### src/hw/rtl/glm3_pkg.sv
// ----------------------------------------------------------------------------
// glm3_pkg: shared types and constants for the 3x3 local maximum detector
// Holds the register map, the word layouts on both stream sides, the
// neighbor offset tables and the structs that pass between the modules.
// ----------------------------------------------------------------------------
package glm3_pkg;

	// Defaults for the top level parameters.
	localparam int DEF_MAX_ROWS     = 1024;
	localparam int DEF_MAX_COLS     = 1024;
	localparam int DEF_HEIGHT_WIDTH = 16;

	// Register file.
	localparam int CFG_W       = 11;
	localparam int APB_ADDR_W  = 3;
	localparam int APB_DATA_W  = 32;
	localparam int RESET_DIM   = 1024;

	typedef enum logic {
		REG_GRID_ROWS = 1'b0,
		REG_GRID_COLS = 1'b1
	} reg_idx_t;

	// Input word kinds carried on s_tuser.
	localparam logic REQ_PIXEL = 1'b0;
	localparam logic REQ_DRAIN = 1'b1;

	// Output word layout.
	localparam int COORD_W     = 10;
	localparam int OUT_TDATA_W = 24;
	localparam int OUT_USED_W  = 2 * COORD_W + 1;
	localparam int IN_TUSER_W  = 1;
	localparam int OUT_TUSER_W = 1;

	// Result buffer depth; it also bounds the words in flight.
	localparam int FIFO_DEPTH = 4;

	// Neighbor offsets, clockwise from the cell above.
	localparam int NB_COUNT = 8;
	localparam logic signed [1:0] NB_DROW [NB_COUNT] = '{-2'sd1, -2'sd1, 2'sd0, 2'sd1,
		2'sd1, 2'sd1, 2'sd0, -2'sd1};
	localparam logic signed [1:0] NB_DCOL [NB_COUNT] = '{2'sd0, 2'sd1, 2'sd1, 2'sd1,
		2'sd0, -2'sd1, -2'sd1, -2'sd1};

	// Position of the cell being decided, with its grid border flags.
	typedef struct packed {
		logic               valid;
		logic [COORD_W-1:0] row;
		logic [COORD_W-1:0] col;
		logic               top;
		logic               bottom;
		logic               left;
		logic               right;
	} cell_info_t;

	typedef struct packed {
		logic               valid;
		logic [COORD_W-1:0] row;
		logic [COORD_W-1:0] col;
		logic               peak;
	} result_t;

	// A zero is taken as one, and values above the limit saturate to it.
	function automatic logic [CFG_W-1:0] clamp_dim(input logic [CFG_W-1:0] value,
		input int limit);
		logic [CFG_W-1:0] v;
		v = value;
		if (v == '0) begin
			v = CFG_W'(1);
		end
		if (int'(v) > limit) begin
			v = CFG_W'(limit);
		end
		return v;
	endfunction

endpackage

### src/hw/rtl/glm3_peak_eval.sv
// ----------------------------------------------------------------------------
// glm3_peak_eval: 3x3 window and peak decision
// Shifts one column of three heights into the window per word and, in the
// cycle after the shift, compares the center against its in-grid neighbors.
// ----------------------------------------------------------------------------
module glm3_peak_eval #(
	parameter int HEIGHT_WIDTH = glm3_pkg::DEF_HEIGHT_WIDTH
) (
	input  logic                           clk,
	input  logic                           arst_n,
	input  logic                           shift_en,
	input  logic signed [HEIGHT_WIDTH-1:0] col_top,
	input  logic signed [HEIGHT_WIDTH-1:0] col_mid,
	input  logic signed [HEIGHT_WIDTH-1:0] col_bot,
	input  glm3_pkg::cell_info_t           info_s1,
	output logic                           res_valid,
	output glm3_pkg::result_t              res
);

	// Indexed [column][row]; column 0 is the oldest, row 0 the oldest line.
	logic signed [HEIGHT_WIDTH-1:0] win_q [3][3];
	glm3_pkg::cell_info_t           info_s2;
	logic                           vld_s2;
	logic                           peak;

	always_ff @(posedge clk or negedge arst_n) begin
		if (!arst_n) begin
			for (int c = 0; c < 3; c++) begin
				for (int r = 0; r < 3; r++) begin
					win_q[c][r] <= '0;
				end
			end
			vld_s2 <= 1'b0;
		end else begin
			vld_s2 <= shift_en;
			if (shift_en) begin
				win_q[0]    <= win_q[1];
				win_q[1]    <= win_q[2];
				win_q[2][0] <= col_top;
				win_q[2][1] <= col_mid;
				win_q[2][2] <= col_bot;
			end
		end
	end

	always_ff @(posedge clk) begin
		if (shift_en) begin
			info_s2 <= info_s1;
		end
	end

	always_comb begin
		int  dr;
		int  dc;
		logic skip;
		peak = 1'b1;
		for (int t = 0; t < glm3_pkg::NB_COUNT; t++) begin
			dr   = int'(glm3_pkg::NB_DROW[t]);
			dc   = int'(glm3_pkg::NB_DCOL[t]);
			skip = (dr < 0 && info_s2.top) || (dr > 0 && info_s2.bottom) ||
				(dc < 0 && info_s2.left) || (dc > 0 && info_s2.right);
			if (!skip && (win_q[1][1] < win_q[1 + dc][1 + dr])) begin
				peak = 1'b0;
			end
		end
	end

	assign res_valid = vld_s2;
	assign res.valid = info_s2.valid;
	assign res.row   = info_s2.row;
	assign res.col   = info_s2.col;
	assign res.peak  = info_s2.valid & peak;

endmodule

### config.mk
export PLATFORM = sky130hd
export DESIGN_NAME = glm3_peak_eval
export DESIGN_NICKNAME = d
export VERILOG_FILES = /design/src/hw/rtl/glm3_pkg.sv /design/src/hw/rtl/glm3_peak_eval.sv
export SDC_FILE = /design/constraint.sdc
export NUM_CORES = 1
export LEC_CHECK = 0
export ABC_AREA = 1
export ABC_CLOCK_PERIOD_IN_PS = 1800
export BUFFER_PORTS_ARGS = -buffer_cell sky130_fd_sc_hd__buf_2
export CORE_MARGIN = 2
export CORE_UTILIZATION = 39
export DETAILED_ROUTE_END_ITERATION = 8
export GPL_TIMING_DRIVEN = 0
export PLACE_DENSITY = 0.57
export SLEW_MARGIN = 30
export SYNTH_ARGS = -nofsm -noshare
export SYNTH_HDL_FRONTEND = slang
export SYNTH_SLANG_ARGS = --single-unit
### constraint.sdc
create_clock -name clk -period 1.8 [get_ports clk]
set_input_delay 0 -clock clk [delete_from_list [all_inputs] [get_ports clk]]
set_output_delay 0 -clock clk [all_outputs]
set_load 0.01 [all_outputs]
### Word level (Yosys, flattened, before mapping)

Cells that the tools add are included.

* flip-flop bits (word level): 170
* input bits: 76
* output and inout port bits: 23
* word-level logic and storage cells: 54

* order comparisons: 8
* multiplexer cells: 8
* bitwise gates (word level): 1
* reduce and logical (&&, ||, !) cells: 20

Operators with widths (count)
* $lt 16x16->1: 8
* $logic_and 1x1->1: 8
* $logic_not 1->1: 8
* $mux 1: 8
* $logic_or 1x1->1: 4
* $and 1x1->1: 1

### Depth between registers and ports, before layout

* depth in word-level cells: 11
* gate-level depth with buffers: 16
* gate-level depth less buffers: 16

### Worst setup path after synthesis

No wires, ideal clock.

* path kind: register to output
* from: register win_q[79] (netlist bit)
* to: output port res[0] (netlist bit)
* arrival: 1.746 ns
* required time: 1.800 ns
* setup slack: 0.054 ns
* cell stages (with the launch flop): 13
* path buffers: 0
* path through: dfrtp_1 > ha_1 > nand2_1 > inv_1 > nand3_1 > inv_1 > a21oi_1 > nand3_1 > nand3_1 > nand2_1 > nor2_1 > nand4_1 > nor3_2

RTL lines
* start: declaration: RTL line glm3_peak_eval.sv:21 `logic signed [HEIGHT_WIDTH-1:0] win_q [3][3];`
* end: declaration: RTL line glm3_peak_eval.sv:17 `output glm3_pkg::result_t res`

==> results.txt <==
Max-slew violations - 0
Sequential share of power - 40.4%
Maximum ir drop on the vdd rail - 547 uV
Total number of vias - 7678
Via count of the first global-routing pass - 7468
FFs w/ async S/R, synth - 85.3%
Max Fanout on Critical Path - 6
Number of design-rule violations left by the first detailed-router iteration - 377
Slew @ Worst Pin - 0.649 ns
Yosys warning count - 0
Antenna Cells - 0
Final period demand of the worst path - 2.65 ns
Number of antenna violations at the first check in global routing - 0
Mapped Nets - 1245
Power density over the cells - 921 nW/um2
Post-synthesis instance area - 9210 um2
Number of vias per cell after detailed routing - 4.77
Final GP Congestion - 0.807
Clock network fraction of total power - 33.2%
Floorplan die area - 24800 um2
Synth cell types - 27
Type of the worst setup path - reg -> out
Most instantiated cells after synthesis - sky130_fd_sc_hd__nand2_1 (238), sky130_fd_sc_hd__inv_1 (160), sky130_fd_sc_hd__dfrtp_1 (145)
Final-report hold violation count - 0
Most frequent cell after synthesis - sky130_fd_sc_hd__nand2_1
GR Overflow Total - 0
Max Freq - 0.377 GHz
Fraction of synthesized cell area taken by the top area cell type - 39.4%
Post-synthesis area per instance - 8.78 um2
Root buffer cell - sky130_fd_sc_hd__clkbuf_16
Proportion of layout cells with a drive suffix above 1 - 22.9%
Hold slack final - 0.0764 ns
Net switching share of the total power - 32.7%
Half-perimeter wire length of the detailed placement result - 16.0 mm
Path depth of the worst reg2reg path - 4
Nets - 1472
Number of clock buffers inserted by TritonCTS - 17
Number of setup violations in the final report - 1
Synthesized instance count - 1049
Die boundary height - 158 um
Global Route Usage Sum - 20.1%
Internal power of the cells - 7.68 mW
Final critical-path setup slack - -0.849 ns
DRC - 0
Class of the worst hold path - in -> reg
Synth top area cells - sky130_fd_sc_hd__dfrtp_1 (39%), sky130_fd_sc_hd__ha_1 (16%), sky130_fd_sc_hd__nand2_1 (9.7%)
Final clock period utilization by the worst path - 147%
Arithmetic-cell share of the synthesized area counting full adders, half adders and majority gates - 16.3%
Largest family of logic cells by synthesized area - adder cells
Area of the core - 23300 um2
Clock Pin Slew Worst Setup and Hold Paths - 0.08 ns
Relative slew slack - 56.7%
Number of I/O pins - 99
Area grow syn2layout - 34.6%
First-pass iteration count of the detailed router - 5
Top FF cell, synth - sky130_fd_sc_hd__dfrtp_1
Synthesis-stage register bit count - 170
Fraction of the yosys area taken by sequential cells - 47.6%
Number of enable flip-flop cells after synthesis - 25
Post-Place Setup Slack - -0.729 ns
Share of cell area taken by muxes after synthesis - 0.122%
Cell row count - 56
Number of I/O port buffers - 98
Pin count of the biggest net entering global routing - 74
Initial cell density of the core - 39.5%
Post-synthesis simple-gate area fraction - 14.1%
Crit start category - flip-flop
Cell leakage power - 6.00 nW
Insertion delay to the later sink of the worst-skew pair - 0.44 ns
Failing checks - negative setup slack
Endpoint class of the critical path - output pin
Combinational cell fraction of total power - 26.4%
Xor and xnor fraction of the mapped netlist area - 0%
Count of nets left with antenna violations after detail routing - 0
Clk sinks - 170
H-tree depth - 4
Worst path arrival time - 2.65 ns
Global-route wire length before repair - 38.5 mm
NetSw - 3.74 mW
Fraction of the core area covered by cells at the end of the flow - 53.1%
Fin Setup TNS - -0.849 ns
Width of the die - 158 um
Post-Route Skew - 0.0151 ns
Drt wl/cell - 15.3 um
Cell type with the largest total area after synthesis - sky130_fd_sc_hd__dfrtp_1
Clock tree buffer depth - 2
CTS tree - done
Number of cells traversed by the worst hold path - 1
Routed wire length - 24.6 mm
Max Cap Violations - 0
Layout filler cell count - 2094
CP required - 1.80 ns
Compound-cell area share of the yosys netlist - 12.3%
Unrepaired setup endpoints after global routing - true
Run status - complete, but fails checks
power groups by stage:
stage          Sequential [mW]  Clock [mW]  Combinational, mW
6_report                  4.61        3.79               3.01
5_1_grt                   4.66        4.02               3.47
4_1_cts                   4.63        3.87               2.52
3_5_place_dp              4.71           0               2.25
3_3_place_gp              4.71           0               2.17
2_1_floorplan             4.57           0               1.59
worst paths after layout:
path / start / endpoint / slack, ns
max reg2reg: win_q[71]$_DFFE_PN0P_ / win_q[119]$_DFFE_PN0P_ / 0.62
max in group asynchronous: arst_n / win_q[131]$_DFFE_PN0P_ / 0.93
min reg2reg: win_q[82]$_DFFE_PN0P_ / win_q[130]$_DFFE_PN0P_ / 0.48
max: win_q[71]$_DFFE_PN0P_ / res[0] / -0.85
min: shift_en / res[3]$_DFFE_PP_ / 0.08
min in group asynchronous: arst_n / win_q[22]$_DFFE_PN0P_ / 0.10
logic make-up (layout without fill, tap and decap cells):
logic type | after synthesis | after routing
multiplexers | 1 | 1
adder cells (fa/ha/maj) | 120 | 120
buffers and inverters | 214 | 454
flip-flops | 170 | 170
AO/OA/AOI/OAI | 222 | 222
AND/OR/NAND/NOR | 322 | 322
worst max-delay path, cell delays in order (launching register included):
cell	delay, ns
sky130_fd_sc_hd__dfrtp_2	0.54
sky130_fd_sc_hd__buf_6	0.19
sky130_fd_sc_hd__buf_8	0.14
sky130_fd_sc_hd__ha_4	0.27
sky130_fd_sc_hd__nand2_1	0.07
sky130_fd_sc_hd__o21a_1	0.18
sky130_fd_sc_hd__nand2_2	0.09
sky130_fd_sc_hd__nand2_2	0.06
sky130_fd_sc_hd__nand2_2	0.07
sky130_fd_sc_hd__nand2_1	0.05
sky130_fd_sc_hd__nor3b_1	0.14
sky130_fd_sc_hd__nor3_2	0.24
sky130_fd_sc_hd__buf_2	0.18
per-stage QoR:
| step | power, mW | std cells | instance area, um2 |
|---|---|---|---|
| final | 11.4 | 1608 | 12400 |
| after detailed placement | 6.96 | 1467 | 10100 |
| after global placement | 6.88 | 1466 | 10100 |
| after CTS | 11.0 | 1586 | 11700 |
| after global routing | 12.1 | 1608 | 12400 |
| after floorplan | 6.16 | 1049 | 9210 |
what timing repair did:
action	4_1_cts	5_1_grt
endpoints found under the setup margin	1	72
pin swaps	13	31
hold endpoints to repair	146	0
gates cloned	0	0
resized for setup	29	97
setup buffers	12	22
hold buffers	75	0
layer usage:
metal,wire length (um),vias to the layer above,GRT usage (%)
met5,0,-,0
met4,408,0,4.55
met3,898,23,3.56
met2,11700,155,33.4
met1,11500,3651,27.6
li1,-,3849,-
layout by cell type, fill, tap and decap left out, drive strengths merged, types with 4 or more instances in the layout:
cell type and n:
nand3 18, o21ai 143, edfxtp 25, dlygate4sd3 75, clkinv 5, buf 160, dfrtp 145, ha 120
nor3 9, inv 170, nor2 42, nand2 238, a21oi 69, clkbuf 43, nand4 8, nand3b 6
o21a 4
registers in the layout, summed over array words and instances (netlist names):
signal	cells
res_valid	1
win_q	144
info_s2	4
res	21
cell type report:
type / count / area [um2] / share of cell area, %
buffer: 53 / 292 / 2.35
clock buffer: 17 / 425 / 3.43
clock inverter: 15 / 175 / 1.41
inverter: 161 / 604 / 4.88
multi-input combinational: 665 / 4470 / 36.1
sequential: 170 / 4400 / 35.5
tap: 319 / 399 / 3.22
timing repair buffer: 208 / 1630 / 13.1
Power figures use the tool's default switching activity.
