$ cat src/hw/rtl/glm3_pkg.sv
// ----------------------------------------------------------------------------
// glm3_pkg: shared types and constants for the 3x3 local maximum detector
// Holds the register map, the word layouts on both stream sides, the
// neighbor offset tables and the structs that pass between the modules.
// ----------------------------------------------------------------------------
package glm3_pkg;

	// Defaults for the top level parameters.
	localparam int DEF_MAX_ROWS     = 1024;
	localparam int DEF_MAX_COLS     = 1024;
	localparam int DEF_HEIGHT_WIDTH = 16;

	// Register file.
	localparam int CFG_W       = 11;
	localparam int APB_ADDR_W  = 3;
	localparam int APB_DATA_W  = 32;
	localparam int RESET_DIM   = 1024;

	typedef enum logic {
		REG_GRID_ROWS = 1'b0,
		REG_GRID_COLS = 1'b1
	} reg_idx_t;

	// Input word kinds carried on s_tuser.
	localparam logic REQ_PIXEL = 1'b0;
	localparam logic REQ_DRAIN = 1'b1;

	// Output word layout.
	localparam int COORD_W     = 10;
	localparam int OUT_TDATA_W = 24;
	localparam int OUT_USED_W  = 2 * COORD_W + 1;
	localparam int IN_TUSER_W  = 1;
	localparam int OUT_TUSER_W = 1;

	// Result buffer depth; it also bounds the words in flight.
	localparam int FIFO_DEPTH = 4;

	// Neighbor offsets, clockwise from the cell above.
	localparam int NB_COUNT = 8;
	localparam logic signed [1:0] NB_DROW [NB_COUNT] = '{-2'sd1, -2'sd1, 2'sd0, 2'sd1,
		2'sd1, 2'sd1, 2'sd0, -2'sd1};
	localparam logic signed [1:0] NB_DCOL [NB_COUNT] = '{2'sd0, 2'sd1, 2'sd1, 2'sd1,
		2'sd0, -2'sd1, -2'sd1, -2'sd1};

	// Position of the cell being decided, with its grid border flags.
	typedef struct packed {
		logic               valid;
		logic [COORD_W-1:0] row;
		logic [COORD_W-1:0] col;
		logic               top;
		logic               bottom;
		logic               left;
		logic               right;
	} cell_info_t;

	typedef struct packed {
		logic               valid;
		logic [COORD_W-1:0] row;
		logic [COORD_W-1:0] col;
		logic               peak;
	} result_t;

	// A zero is taken as one, and values above the limit saturate to it.
	function automatic logic [CFG_W-1:0] clamp_dim(input logic [CFG_W-1:0] value,
		input int limit);
		logic [CFG_W-1:0] v;
		v = value;
		if (v == '0) begin
			v = CFG_W'(1);
		end
		if (int'(v) > limit) begin
			v = CFG_W'(limit);
		end
		return v;
	endfunction

endpackage

$ cat src/hw/rtl/glm3_out_fifo.sv
// ----------------------------------------------------------------------------
// glm3_out_fifo: result buffer
// Small first-in first-out store that decouples the decision pipeline
// from backpressure on the output stream.
// ----------------------------------------------------------------------------
module glm3_out_fifo #(
	parameter int DEPTH = glm3_pkg::FIFO_DEPTH
) (
	input  logic              clk,
	input  logic              arst_n,
	input  logic              push,
	input  glm3_pkg::result_t push_data,
	input  logic              pop,
	output logic              out_valid,
	output glm3_pkg::result_t out_data
);

	localparam int PTR_W = (DEPTH > 1) ? $clog2(DEPTH) : 1;
	localparam int CNT_W = $clog2(DEPTH + 1);

	glm3_pkg::result_t slot_q [DEPTH];
	logic [PTR_W-1:0]  wr_ptr_q;
	logic [PTR_W-1:0]  rd_ptr_q;
	logic [CNT_W-1:0]  count_q;

	always_ff @(posedge clk or negedge arst_n) begin
		if (!arst_n) begin
			wr_ptr_q <= '0;
			rd_ptr_q <= '0;
			count_q  <= '0;
		end else begin
			if (push) begin
				wr_ptr_q <= (int'(wr_ptr_q) == DEPTH - 1) ? '0 : wr_ptr_q + PTR_W'(1);
			end
			if (pop) begin
				rd_ptr_q <= (int'(rd_ptr_q) == DEPTH - 1) ? '0 : rd_ptr_q + PTR_W'(1);
			end
			unique case ({push, pop})
				2'b10:   count_q <= count_q + CNT_W'(1);
				2'b01:   count_q <= count_q - CNT_W'(1);
				default: count_q <= count_q;
			endcase
		end
	end

	always_ff @(posedge clk) begin
		if (push) begin
			slot_q[wr_ptr_q] <= push_data;
		end
	end

	assign out_valid = (count_q != '0);
	assign out_data  = slot_q[rd_ptr_q];

endmodule

$ cat config.mk
export PLATFORM = sky130hd
export DESIGN_NAME = glm3_out_fifo
export DESIGN_NICKNAME = d
export VERILOG_FILES = /design/src/hw/rtl/glm3_pkg.sv /design/src/hw/rtl/glm3_out_fifo.sv
export SDC_FILE = /design/constraint.sdc
export NUM_CORES = 1
export LEC_CHECK = 0
export BUFFER_PORTS_ARGS = -buffer_cell sky130_fd_sc_hd__buf_4
export CORE_ASPECT_RATIO = 1.5
export CORE_UTILIZATION = 39
export DETAILED_ROUTE_END_ITERATION = 10
export GPL_ROUTABILITY_DRIVEN = 0
export GPL_TIMING_DRIVEN = 0
export SLEW_MARGIN = 25
export SYNTH_ARGS = -nofsm -noshare
export SYNTH_HDL_FRONTEND = slang
export SYNTH_SLANG_ARGS = --single-unit
$ cat constraint.sdc
create_clock -name clk -period 2.1 [get_ports clk]
set_input_delay 0.315 -clock clk [delete_from_list [all_inputs] [get_ports clk]]
set_output_delay 0.315 -clock clk [all_outputs]
set_load 0.01 [all_outputs]
=== Word level (Yosys, flattened, before mapping) ===
Memories as Yosys holds them, arrays and structs flattened.
Cells that the tools add are included.

* Output and inout port bits: 23
* Logic and storage cells: 19
* Memories: 1
* Bits in registers: 7
* RAM bits: 88

* Reduce and logical (&&, ||, !) cells: 2
* $add $sub $neg: 4
* Eq/ne operators: 4
* Mux-type cells: 5

{| class="wikitable"
|+ Memory list
! name !! words !! width !! read ports !! clocked after memory_dff !! wr ports !! RTL line !! text
|-
| slot_q || 4 || 22 || 1 || 0 || 1 || glm3_out_fifo.sv:21 || <nowiki>glm3_pkg::result_t slot_q [DEPTH];</nowiki>
|}

{| class="wikitable"
|+ Operator list
! cell !! number
|-
| 2-bit by 1-bit equality test with 1-bit output (second input constant) || 3
|-
| 3-bit one-hot mux with 2 select lines || 1
|-
| 2-bit by 1-bit adder with 2-bit output (second input constant) || 2
|-
| 2-bit two-way mux || 2
|-
| 3-bit by 1-bit adder with 3-bit output (second input constant) || 1
|-
| 3-bit nonzero test || 1
|-
| 3-bit by 1-bit subtractor with 3-bit output (second input constant) || 1
|-
| 2-bit equality test (second input constant) || 1
|-
| 1-bit two-way mux || 2
|-
| 2-bit nonzero test || 1
|}

=== Depth between registers and ports, before layout ===
Gate-level depths: netlist (run 1).

* Depth in word-level cells: 2
* Mapped depth: 6

=== Least setup slack after synthesis (run 1) ===
No wires, ideal clock.

* Kind: reg2reg
* Start: register wr_ptr_q[0]
* End: memory slot_q[2][0] (netlist name), enable pin
* Cell stages (with the launch flop): 4
* Period minus slack after synthesis: 1.565 ns
* Slack: 0.535 ns
* Buffers on the path: 0
* Setup time: 0.381 ns
* Data arrival time: 1.185 ns
* Path through: dfrtp_1 inv_1 ha_1 and2_1

{| class="wikitable"
|+ RTL lines
! item !! RTL line !! text
|-
| from (decl) || glm3_out_fifo.sv:22 || <nowiki>logic [PTR_W-1:0] wr_ptr_q;</nowiki>
|-
| from (signal assigned) || glm3_out_fifo.sv:33 || <nowiki>wr_ptr_q <= (int'(wr_ptr_q) == DEPTH - 1) ? '0 : wr_ptr_q + PTR_W'(1);</nowiki>
|-
| to (decl) || glm3_out_fifo.sv:21 ||
|}

No word-level cell before the write port.

==> summary.txt, run 1 <==
Detailed routing
  – Via count: 1,637
  – Routed WL: 5790 um
  – Wire length per cell: 17.9 um
  – Remaining DRCs: 0
  – DRT Pass-1 Iters: 6
  – DR iter-0 viols: 81
  – Via-to-Cell Ratio: 5.05
  – Antenna-violating nets left: 0

CTS
  – H-tree depth: 3
  – CTS tree: done
  – Root Buffer: clkbuf_16
  – CTS clk-pin slew, worst paths: 0.06 ns
  – Resize count post-CTS: 0
  – Clk_lat worst skew: 0.33 ns
  – CTS Buf Count: 9
  – Longest Clk Path Bufs: 2
  – CTS Sinks: 95

Global routing
  – Gr usage total: 0.133
  – Initial antenna violation count: 0
  – Vias in the first global route: 1,709
  – Largest net degree at the start of global routing: 23
  – First-pass GRT wire length: 9000 um
  – Global route overflow: 0

Power
  – Pwr Density: 1340 nW/um^2
  – Sequential share of power: 0.433
  – Clk pwr share: 0.259
  – Post-layout total power: 5.91 mW
  – Internal: 4.36 mW
  – Net switching fraction of the power: 0.263
  – Leak: 1.56 nW
  – VDD IR max: 0.693 mV
  – Logic gate share of total power: 0.308
  – NetSw: 1.55 mW

Yosys
  – Library cells used by synthesis: 18
  – Warnings, synthesis: 0
  – Simple-gate area share of the yosys netlist: 0.0135
  – Post-synthesis net count: 182
  – Fraction of the mapped netlist area in compound gates: 0.00277
  – Main combinational cell family by area after synthesis: multiplexers
  – Synthesized area per cell: 24.3 sq um
  – XOR/XNOR share of the synthesized area: 0.00727
  – Post-Synth Adder-Cell Area: 0.0263
  – Seq cells post-synth: 95
  – Cell area after synthesis: 3610 sq um
  – Mux cell area share after synthesis: 0.151
  – Mapped Cells: 149
  – Sequential fraction of the synthesis area: 0.780

Cells and area
  – Area occupied by multi-input gates: 729 sq um
  – Most common cell after layout, fill and taps aside: edfxtp_1
  – Fraction of layout cells with a size suffix above 1: 0.416
  – Most frequent cells in the layout: edfxtp_1 (88), buf_4 (48), mux4_2 (18)
  – Final nets: 242
  – Area Growth Syn to Fin: 21.9%
  – Antenna cells: 0
  – Post-route cell area: 4410 sq um
  – Storage cell area: 2820 sq um
  – Layout Cells excl Fill: 324
  – Fill count: 735

Worst setup path
  – Crit path max fanout: 10
  – Worst r2r src: wr_ptr_q[0]$_DFFE_PN0P_
  – Nature of the critical path endpoint: output port
  – Critical Path RT: 1.78 ns
  – Reg2reg path depth: 3
  – Critical Path AT: 1.70 ns
  – CP Class: reg -> out
  – R2r endpoint: slot_q[2][12]$_DFFE_PP_
  – Critical Path Start: rd_ptr_q[0]$_DFFE_PN0P_
  – Reg2reg setup slack: 0.53 ns
  – Worst setup SP type: register

Job
  – Max_cap viols: 0

Die
  – Row cnt: 42
  – Die width: 80.6 um
  – Die H: 120 um
  – Core area: 8930 sq um
  – # IOs: 49
  – Starting Density: 0.405
  – Total die area: 9670 sq um

Hold path
  – HP Class: in -> reg
  – Worst Hold Path EP: slot_q[2][20]$_DFFE_PP_
  – Hold Crit Start: push_data[20]
  – Hold depth: 1

STA
  – Rel. slew slack: 0.587
  – Tightest Pin Transition: 0.619 ns
  – Slew Viols, Final: 0
  – PnR worst setup slack: 0.0898 ns
  – Setup Skew: 0.00568 ns
  – Final setup viols: 0
  – RSZ-0062 raised after global routing: no
  – Crit share post-route: 0.957
  – Final TNS setup: 0 ns
  – Max Clock Freq: 497 MHz
  – Endpoints failing hold: 0
  – Min Clock Period, post-route: 2.01 ns

Run status
  – Outcome: complete, no violations

Placement
  – Port-buffer cells: 48
  – Dpl hpwl: 3640 um
  – Inst Count DP: 307
  – Placed Area: 4120 sq um
  – Setup slack at placement: 0.427 ns
[synthesized netlist by cell type]
library cell,instances,area [sq um]
and2_1,4,25.0
buf_12,2,40.0
buf_2,2,10.0
buf_6,1,11.3
dfrtp_1,7,175
edfxtp_1,88,2640
fa_1,1,20.0
ha_1,6,75.1
inv_1,3,11.3
mux2_2,3,33.8
mux4_1,4,105
mux4_2,18,405
nand2_1,1,3.75
nor2_1,2,7.51
o21ai_0,2,10.0
or3_1,2,12.5
xnor2_1,2,17.5
xor2_1,1,8.76
[repair_timing]
action / CTS / global route
hold buffers: 1 / 0
endpoints found under the hold margin: 7 / 0
buffers inserted: 0 / 0
[layer usage]
metal,track usage,vias up,share of wire
met1,0.157,855,0.41
met4,0.0569,0,0.018
met3,0.0403,6,0.042
met5,0,-,0
met2,0.220,37,0.53
li1,-,739,-
[final cells by class]
class / count / share of cell area
flip-flops and latches: 95 / 0.639
multi-input cells: 46 / 0.166
repair buffers: 49 / 0.0840
clock buffers: 14 / 0.0554
well taps: 110 / 0.0312
plain buffers: 5 / 0.0139
clock inverters: 2 / 0.00795
inverters: 3 / 0.00256
[power by group through the flow]
stage,registers (mW),clock network [mW],logic (mW)
after floorplan,2.57,0,1.16
after global placement,2.60,0,1.86
after detailed placement,2.60,0,1.87
after CTS,2.57,1.57,1.88
after global routing,2.59,1.65,1.99
final,2.56,1.53,1.82
[worst max-delay path, cell delays in order (launching register included)]
cell	delay (ns)
dfrtp_1	0.36
buf_6	0.16
buf_12	0.15
mux4_2	0.53
buf_4	0.16
[sequential cells by signal (all words and copies together) (netlist names)]
signal	flops
count_q	3
rd_ptr_q	2
slot_q	88
wr_ptr_q	2
[per-stage QoR]
stage | hold WS [ns] | util
floorplan | 0.0194 | -
global route | 0.170 | 0.493
global placement | 0.135 | 0.460
CTS | 0.169 | 0.493
finish | 0.182 | 0.493
detailed placement | 0.135 | 0.461
[cells by family (layout without fill, tap and decap cells)]
kind of cell,count (synthesis),after routing
AO/OA/AOI/OAI,2,2
XOR/XNOR,3,3
adder cells (fa/ha/maj),7,7
buffers and inverters,8,73
flip-flops,95,95
multiplexers,25,25
AND/OR/NAND/NOR,9,9
[how the worst max path moves through the flow]
| stage | depth (start not counted) | endpoint | slack [ns] |
|---|---|---|---|
| after detailed placement | 4 | out_data[19] | 0.43 |
| after global placement | 3 | slot_q[0][16]$_DFFE_PP_ | 0.06 |
| after CTS | 4 | out_data[19] | 0.06 |
| after global routing | 4 | out_data[15] | 0.04 |
| final | 4 | out_data[19] | 0.09 |
| after floorplan | 3 | slot_q[2][0]$_DFFE_PP_ | 0.53 |
Note: power is estimated with default switching activity, not from simulation.
==> run 2, diff against run 1 <==
--- a/config.mk
+++ b/config.mk
@@ -12,4 +12,5 @@
 export GPL_ROUTABILITY_DRIVEN = 0
 export GPL_TIMING_DRIVEN = 0
+export SETUP_SLACK_MARGIN = 0.2
 export SLEW_MARGIN = 25
 export SYNTH_ARGS = -nofsm -noshare
==> constraint.sdc (replaced) <==
create_clock -name clk -period 2.1 [get_ports clk]
set_input_delay 0.105 -clock clk [delete_from_list [all_inputs] [get_ports clk]]
set_output_delay 0.105 -clock clk [all_outputs]
set_load 0.01 [all_outputs]
==> summary.txt, run 2 (synthesis gave the netlist of run 1 again) <==
CTS
  – CTS clk-pin slew, worst paths: 0.06 ns (about the same)
  – H-tree depth: 3 (unchanged)
  – CTS Sinks: 95 (unchanged)
  – Root Buffer: clkbuf_16
  – Longest Clk Path Bufs: 2 (unchanged)
  – Clk_lat worst skew: 0.33 ns (about the same)
  – Resize count post-CTS: 0 (unchanged)
  – CTS tree: done
  – CTS Buf Count: 9 (unchanged)

Cells and area
  – Antenna cells: 0 (unchanged)
  – Most frequent cells in the layout: edfxtp_1 (88), buf_4 (48), dlygate4sd3_1 (24)
  – Post-route cell area: 4640 sq um (+5.2%)
  – Area Growth Syn to Fin: 28.3%
  – Area occupied by multi-input gates: 729 sq um (unchanged)
  – Largest register FFs: 88 (unchanged)
  – Most common cell after layout, fill and taps aside: edfxtp_1
  – Reg with most FFs: slot_q
  – Fill count: 719 (-2.2%)
  – Fraction of layout cells with a size suffix above 1: 0.376 (-0.0404)
  – Largest regs: slot_q: 88 flops, count_q: 3 flops
  – Final nets: 265 (+9.5%)
  – Storage cell area: 2820 sq um (unchanged)
  – Layout Cells excl Fill: 347 (+7.1%)

Worst setup path
  – CP max stage delay: 0.52 ns (about the same)
  – Critical Path AT: 1.69 ns (about the same)
  – Crit path max fanout: 10 (unchanged)
  – Crit-path cells: buf_6, buf_12, mux4_2, buf_4
  – Critical Path RT: 2.00 ns (+0.22 ns)
  – Worst setup SP type: register
  – Nature of the critical path endpoint: output port
  – CP Class: reg -> out
  – Slowest CP cell: mux4_2
  – Worst path bufs/invs: 3 (unchanged)
  – CP delay by family, top: multiplexers

STA
  – Max Clock Freq: 558 MHz (+12%)
  – Rel. slew slack: 0.587 (about the same)
  – Final setup viols: 0 (unchanged)
  – Endpoints failing hold: 0 (unchanged)
  – Setup Skew: 0.00569 ns (+0.00000955 ns)
  – RSZ-0062 raised after global routing: no
  – Tightest Pin Transition: 0.619 ns (-0.0000547 ns)
  – Min Clock Period, post-route: 1.79 ns (-0.218 ns)
  – Final TNS setup: 0 ns (unchanged)
  – Slew Viols, Final: 0 (unchanged)
  – Crit share post-route: 0.853 (-0.104)

Placement
  – Port-buffer cells: 48 (unchanged)
  – Dpl hpwl: 3640 um (unchanged)
  – Placed Area: 4120 sq um (unchanged)
  – Inst Count DP: 307 (unchanged)

Detailed routing
  – Antenna-violating nets left: 0 (unchanged)
  – DRT Pass-1 Iters: 6 (unchanged)
  – DR iter-0 viols: 76 (-6.2%)
  – Via count: 1,723 (+5.3%)
  – Remaining DRCs: 0 (unchanged)
  – Routed WL: 5920 um (+2.2%)
  – Wire length per cell: 17.1 um (-4.6%)
  – Via-to-Cell Ratio: 4.97 (-1.7%)

Power
  – Post-layout total power: 5.95 mW (+0.65%)
  – Leak: 1.66 nW (+6.1%)
  – Pwr Density: 1280 nW/um^2 (-4.4%)
  – VDD IR max: 0.692 mV (-0.15%)

Global routing
  – First-pass GRT wire length: 9230 um (+2.5%)
  – Gr usage total: 0.135 (+0.00211)
  – Vias in the first global route: 1,778 (+4.0%)
  – Initial antenna violation count: 0 (unchanged)
  – Largest net degree at the start of global routing: 23 (unchanged)
  – Global route overflow: 0 (unchanged)

Die
  – Die width: 80.6 um (unchanged)
  – Row cnt: 42 (unchanged)
  – Die H: 120 um (unchanged)
  – Starting Density: 0.405 (unchanged)
  – # IOs: 49 (unchanged)
  – Core area: 8930 sq um (unchanged)
  – Total die area: 9670 sq um (unchanged)

Run status
  – Outcome: complete, no violations

Job
  – Max_cap viols: 0 (unchanged)

Hold path
  – HP Class: in -> reg
==> run 2: cell count changes in the layout (fill, tap and decap cells not counted), sizes merged <==
cell and change:
dlygate4sd3 +23
==> run 2: timing repair <==
item / in CTS / in global routing
endpoints found under the hold margin: 96 / 0
setup buffers: 0 / 0
setup endpoints to repair: 0 / 0
hold buffers: 24 / 0
==> run 2: worst paths after layout <==
path                                         start                 endpoint  slack (ns)  depth (start not counted)
setup / recovery           rd_ptr_q[0]$_DFFE_PN0P_             out_data[19]        0.31                          4
hold / removal                                 pop  rd_ptr_q[1]$_DFFE_PN0P_        0.06                          2
setup reg to reg           wr_ptr_q[0]$_DFFE_PN0P_  slot_q[2][12]$_DFFE_PP_        0.53                          3
hold reg to reg             count_q[2]$_DFFE_PN0P_   count_q[2]$_DFFE_PN0P_        0.47                          1
max in group asynchronous                   arst_n  rd_ptr_q[0]$_DFFE_PN0P_        1.85                          2
min in group asynchronous                   arst_n   count_q[1]$_DFFE_PN0P_        0.12                          2
==> run 2: power breakdown <==
group | leakage (nW) | switching (mW) | internal (mW)
clock network | 0.135 | 0.608 | 0.923
registers | 0.891 | 0.114 | 2.45
logic | 0.634 | 0.843 | 1.01
total | 1.66 | 1.56 | 4.39
==> run 2: worst reg2reg max path: stages (launching register included) <==
cell	delay, ns
dfrtp_1	0.41
inv_1	0.11
ha_1	0.14
and2_2	0.54
==> run 2: area by class of cell <==
type                            count  area share
Buffer                              5      0.0132
Clock inverter                      2     0.00756
Inverter                            3     0.00243
Tap cell                          110      0.0297
Multi-Input combinational cell     46       0.157
Timing Repair Buffer               72       0.130
Sequential cell                    95       0.608
Clock buffer                       14      0.0526
==> run 2: per-stage QoR <==
step | hold WS (ns) | util | setup slack (ns)
4_1_cts | 0.0401 | 0.519 | 0.271
3_3_place_gp | -0.0754 | 0.460 | 0.0623
3_5_place_dp | -0.0748 | 0.461 | 0.498
6_report | 0.0586 | 0.519 | 0.308
5_1_grt | 0.0553 | 0.519 | 0.246
2_1_floorplan | -0.191 | - | 0.535
==> run 2: metal layers <==
layer  track usage  wire length [um]  share of wire  vias up
met3        0.0403               294          0.050        6
met2         0.224              3120           0.53       41
met5             0                 0              0        -
met1         0.161              2390           0.40      892
met4        0.0569               107          0.018        0
li1              -                 -              -      784
